`config.mk`:
```
export PLATFORM = sky130hd
export DESIGN_NAME = lifetor_ram
export DESIGN_NICKNAME = d
export VERILOG_FILES = /design/src/life_automaton_torus_engine_defines.svh /design/src/lifetor_ram.sv
export SDC_FILE = /design/constraint.sdc
export NUM_CORES = 2
export LEC_CHECK = 0
export ABC_AREA = 1
export BUFFER_PORTS_ARGS = -buffer_cell sky130_fd_sc_hd__buf_4
export CAP_MARGIN = 20
export CELL_PAD_IN_SITES_DETAIL_PLACEMENT = 1
export CELL_PAD_IN_SITES_GLOBAL_PLACEMENT = 1
export CORE_ASPECT_RATIO = 1.75
export CORE_MARGIN = 5
export CORE_UTILIZATION = 55
export CTS_CLUSTER_DIAMETER = 50
export DETAILED_ROUTE_END_ITERATION = 16
export PLACE_DENSITY_LB_ADDON = 0.12
export SLEW_MARGIN = 20
export SYNTH_ARGS = -nofsm -noshare
export SYNTH_HDL_FRONTEND = slang
export SYNTH_SLANG_ARGS = --single-unit
```
`constraint.sdc`:
```
create_clock -name clk -period 14.46 [get_ports clk]
set_input_delay 0.723 -clock clk [delete_from_list [all_inputs] [get_ports clk]]
set_output_delay 0.723 -clock clk [all_outputs]
set_load 0.01 [all_outputs]
```
`src/life_automaton_torus_engine_defines.svh`:
```
// Assertion macros for the Life torus engine.
`ifndef LIFE_AUTOMATON_TORUS_ENGINE_DEFINES_SVH
`define LIFE_AUTOMATON_TORUS_ENGINE_DEFINES_SVH

// Same-cycle implication, checked on every rising edge outside reset.
`define LTE_ASSERT_NOW(label, clk, rst_n, ante, cons, msg) \
    label: assert property (@(posedge clk) disable iff (!rst_n) (ante) |-> (cons)) \
        else $error(msg);

// Next-cycle implication, checked on every rising edge outside reset.
`define LTE_ASSERT_NEXT(label, clk, rst_n, ante, cons, msg) \
    label: assert property (@(posedge clk) disable iff (!rst_n) (ante) |=> (cons)) \
        else $error(msg);

`endif

```
`src/lifetor_ram.sv`:
```
// Generic simple dual-port RAM, one write and one registered read port.
module lifetor_ram #(
    parameter int WIDTH = 64,
    parameter int DEPTH = 64
) (
    input  logic                     clk,
    input  logic                     we,
    input  logic [$clog2(DEPTH)-1:0] waddr,
    input  logic [WIDTH-1:0]         wdata,
    input  logic [$clog2(DEPTH)-1:0] raddr,
    output logic [WIDTH-1:0]         rdata
);

    logic [WIDTH-1:0] mem_reg [DEPTH];
    logic [WIDTH-1:0] rdata_reg;

    always_ff @(posedge clk)
    begin
        if (we)
        begin
            mem_reg[waddr] <= wdata;
        end
        rdata_reg <= mem_reg[raddr];
    end

    assign rdata = rdata_reg;

endmodule

```
# --- Word-level counts from Yosys, hierarchy flattened ---
# Memories as Yosys holds them, arrays and structs flattened. A register that Yosys moved wholly into a read port is not among the register bits.
# Cells that the tools add are included.
totals:
  regBits: 0
  ram_bits: 4096
  inputBits: 78
  out_inout_bits: 64
  elab_cells: 3
  mem_count: 1
memory_table:
  columns: ["memory", "depth", "width", "rd", "rd_ports_with_merged_regs", "write_ports", "line_no", "rtl"]
  rows:
  - ["mem_reg", 64, 64, 1, 1, 1, "lifetor_ram.sv:14", "logic [WIDTH-1:0] mem_reg [DEPTH];"]
classes:
  mux: 2
op_table:
  columns: ["cell", "count"]
  rows:
  - ["$mux W1", 2]

# --- Longest topological paths before layout ---
logic_depth:
  word_depth: 2
  depth_mapped: 13
  ltp_nobuf: 9

# --- Worst setup path after synthesis ---
# No wires, ideal clock.
synth_timing:
  path_type: "input to register"
  startpoint: "input we"
  endpoint: "memory mem_reg[48][0] (enable)"
  setup_time_ps: 646
  t_arrival_ps: 7359
  t_required_ps: 13814
  slack_ps: 6455
  stages: 3
  path_buffers: 1
  path_cell_list: "clkbuf_1 -> nand4_1 -> nor4_1"
synth_via:
  elab_chain_len: 2
synth_lines:
  columns: ["element", "line_no", "rtl"]
  rows:
  - ["from (decl)", "lifetor_ram.sv:7", "input logic we,"]
  - ["$mux W1", "lifetor_ram.sv:19", "if (we)"]
  - ["$mux W1 (not written as such)", "lifetor_ram.sv:21", "mem_reg[waddr] <= wdata;"]
  - ["to (decl)", "lifetor_ram.sv:14", null]
# Every way passes these cells.

==> metrics.txt <==
FILL cells 29300; sequential area share after synthesis 0.7518; standard-cell row count 266; Avg Inst Size Synth 12.33 um^2; WL met1 201700 um; Fin. Hold Viols 0; post-CTS setup buffers 0; critical path peak fanout 139; H-tree depth 5; Tot GR Track Use 0.3656; period utilization 0.3363; CP Capture Type register; Top Layer Used met5; Vias per Instance 6.583; CP Launch Type input pin; critical path type in2reg; Skew-Pair Late Insertion Delay 0.94 ns; max-cap viol count 0; Largest register FFs 4096; clk slew on worst S/H paths 0.07 ns; Synth Area in Compound Gates 0; Die Area 312100 um^2; worst min-delay path class in2reg; Layout area overhead 9.711%; Lkg Pwr 63.45 nW; Iteration-0 DRC Markers 13960; Total Power 25.11 mW; met3 routed WL 51700 um; minimum clock period 4.863 ns; antenna violations before repair 24; 1st-pass router iterations 5; final setup violating endpoints 0; largest family of logic cells by synthesized area simple AND/OR/NAND/NOR gates; ANT nets after route 0; Worst-Margin Slew 1.203 ns; Starting Density 0.5519; PortBufs 141; fraction of layout instances using a drive strength above 1 0.07393; RD Place Congestion 0.8133; status finished clean; largest net degree at the start of global routing 243; skew final 0.03060 ns; io pins 142; die height 735.2 um; RSZ-0062 raised after global routing no; Die Span X 424.4 um; CTS root buffer clkbuf_16; number of global-route vias before repair 119800; Sink Count 4160; Yosys reg bits 4160; max frequency 205.6 MHz; final setup TNS 0 ns; CP Data Arrival Time 5.74 ns; final net count 13340; Rel. slew slack 0.1983; Post-Synth Simple-Gate Area 0.2187; Max rail drop VDD 109.8 uV; wire per inst 33.25 um; first-pass GRT wire length 826500 um; clk buf depth 4; Final Util 0.6055; via count 115000; TritonCTS Buffers 369; CTS-repair resized insts 0; Mapped Cells 13410; Remaining DRCs 0; Unique masters post-synth 16; DRT Wirelength 580600 um; Post-Syn Area 165300 um^2; post-synthesis xor/xnor area fraction 0; DP HPWL 301000 um; multiplexer area fraction after synthesis 0; Yosys warning total 0; Post-CTS Hold Fix Bufs 0; Final Max Tran Viols 0; Worst EP required 15.33 ns; WL met2 282700 um; core outline area 299500 um^2; TritonCTS clock tree built; P per Cell Area 138.5 nW/um^2; syn nets 13480; synthesized-area fraction occupied by adder cells 0; grt ovf 0
worst paths after layout:
| check | start | to | slack (ns) | cells after the start |
|---|---|---|---|---|
| worst max register to register | mem_reg[34][62]$_DFFE_PP_ | rdata[62]$_DFF_P_ | 12.71 | 8 |
| worst min register to register | mem_reg[42][6]$_DFFE_PP_ | rdata[6]$_DFF_P_ | 0.80 | 8 |
| worst max-delay path | raddr[0] | rdata[5]$_DFF_P_ | 9.60 | 13 |
| worst min-delay path | wdata[11] | mem_reg[63][11]$_DFFE_PP_ | 0.30 | 1 |
cell type report:
class	instances	area [um^2]	area share
diodes	22	55.05	0.0003036
clock buffers	440	9823	0.05416
clock inverters	228	2444	0.01347
inverters	12	102.6	0.0005657
multi-input cells	8336	36620	0.2019
flip-flops and latches	4160	124300	0.6853
well taps	3886	4862	0.02681
repair buffers	378	3177	0.01752
report_power, final:
part | internal, mW | switching, mW
sequential | 13.3 | 0.0538
clock | 5.75 | 4.48
combinational | 0.350 | 1.14
total | 19.4 | 5.67
per-stage QoR:
step	cells	cell area [um^2]	worst slack, ns	hold slack (ns)
global route	17450	181300	9.320	0.3243
global placement	16770	168900	8.920	0.7670
CTS	17440	181200	9.696	0.2602
detailed placement	16770	169000	8.788	0.7871
floorplan	13410	165300	6.455	0.7214
finish	17460	181400	9.597	0.2994
logic make-up after synthesis:
| kind of cell | count (synthesis) |
|---|---|
| buf+inv | 909 |
| flops | 4160 |
| simple gates | 8336 |
cell usage in the layout, fill, tap and decap left out, types with 9 or more instances in the layout:
cell type	instances
edfxtp_1	4096
buf_12	18
clkinv_2	75
nor2_4	56
nand3_1	3847
diode_2	22
clkinv_1	64
clkbuf_8	11
dfxtp_1	64
clkbuf_16	379
nand4_1	9
clkinvlp_4	24
bufinv_16	50
buf_4	351
nand2_1	4416
clkbuf_1	50
worst max-delay path, cell delays in order:
cell and delay [ns]:
buf_16 0.33, buf_4 0.84, buf_4 0.95, buf_4 0.82
buf_4 0.86, nand2_1 0.13, nand3_1 0.16, nand3_1 0.12
nand3_1 0.13, nand3_1 0.11, nand2_1 0.12, nand2_1 0.06
nand2_1 0.10
routing by layer:
metal | GRT usage | vias up
li1 | - | 47480
met4 | 0.2323 | 12
met5 | 0 | -
met1 | 0.4478 | 59120
met2 | 0.6078 | 6444
met3 | 0.05851 | 1909
cells in the mapped netlist, drive strengths merged:
cell / count / share of area
nand4: 9 / 0.00034
edfxtp: 4096 / 0.74
clkbuf: 147 / 0.0033
inv: 12 / 0.00030
nand2: 4416 / 0.10
nor4: 8 / 0.00030
buf: 750 / 0.026
dfxtp: 64 / 0.0078
nand3: 3847 / 0.12
nor2: 56 / 0.0013
Power figures use the tool's default switching activity.
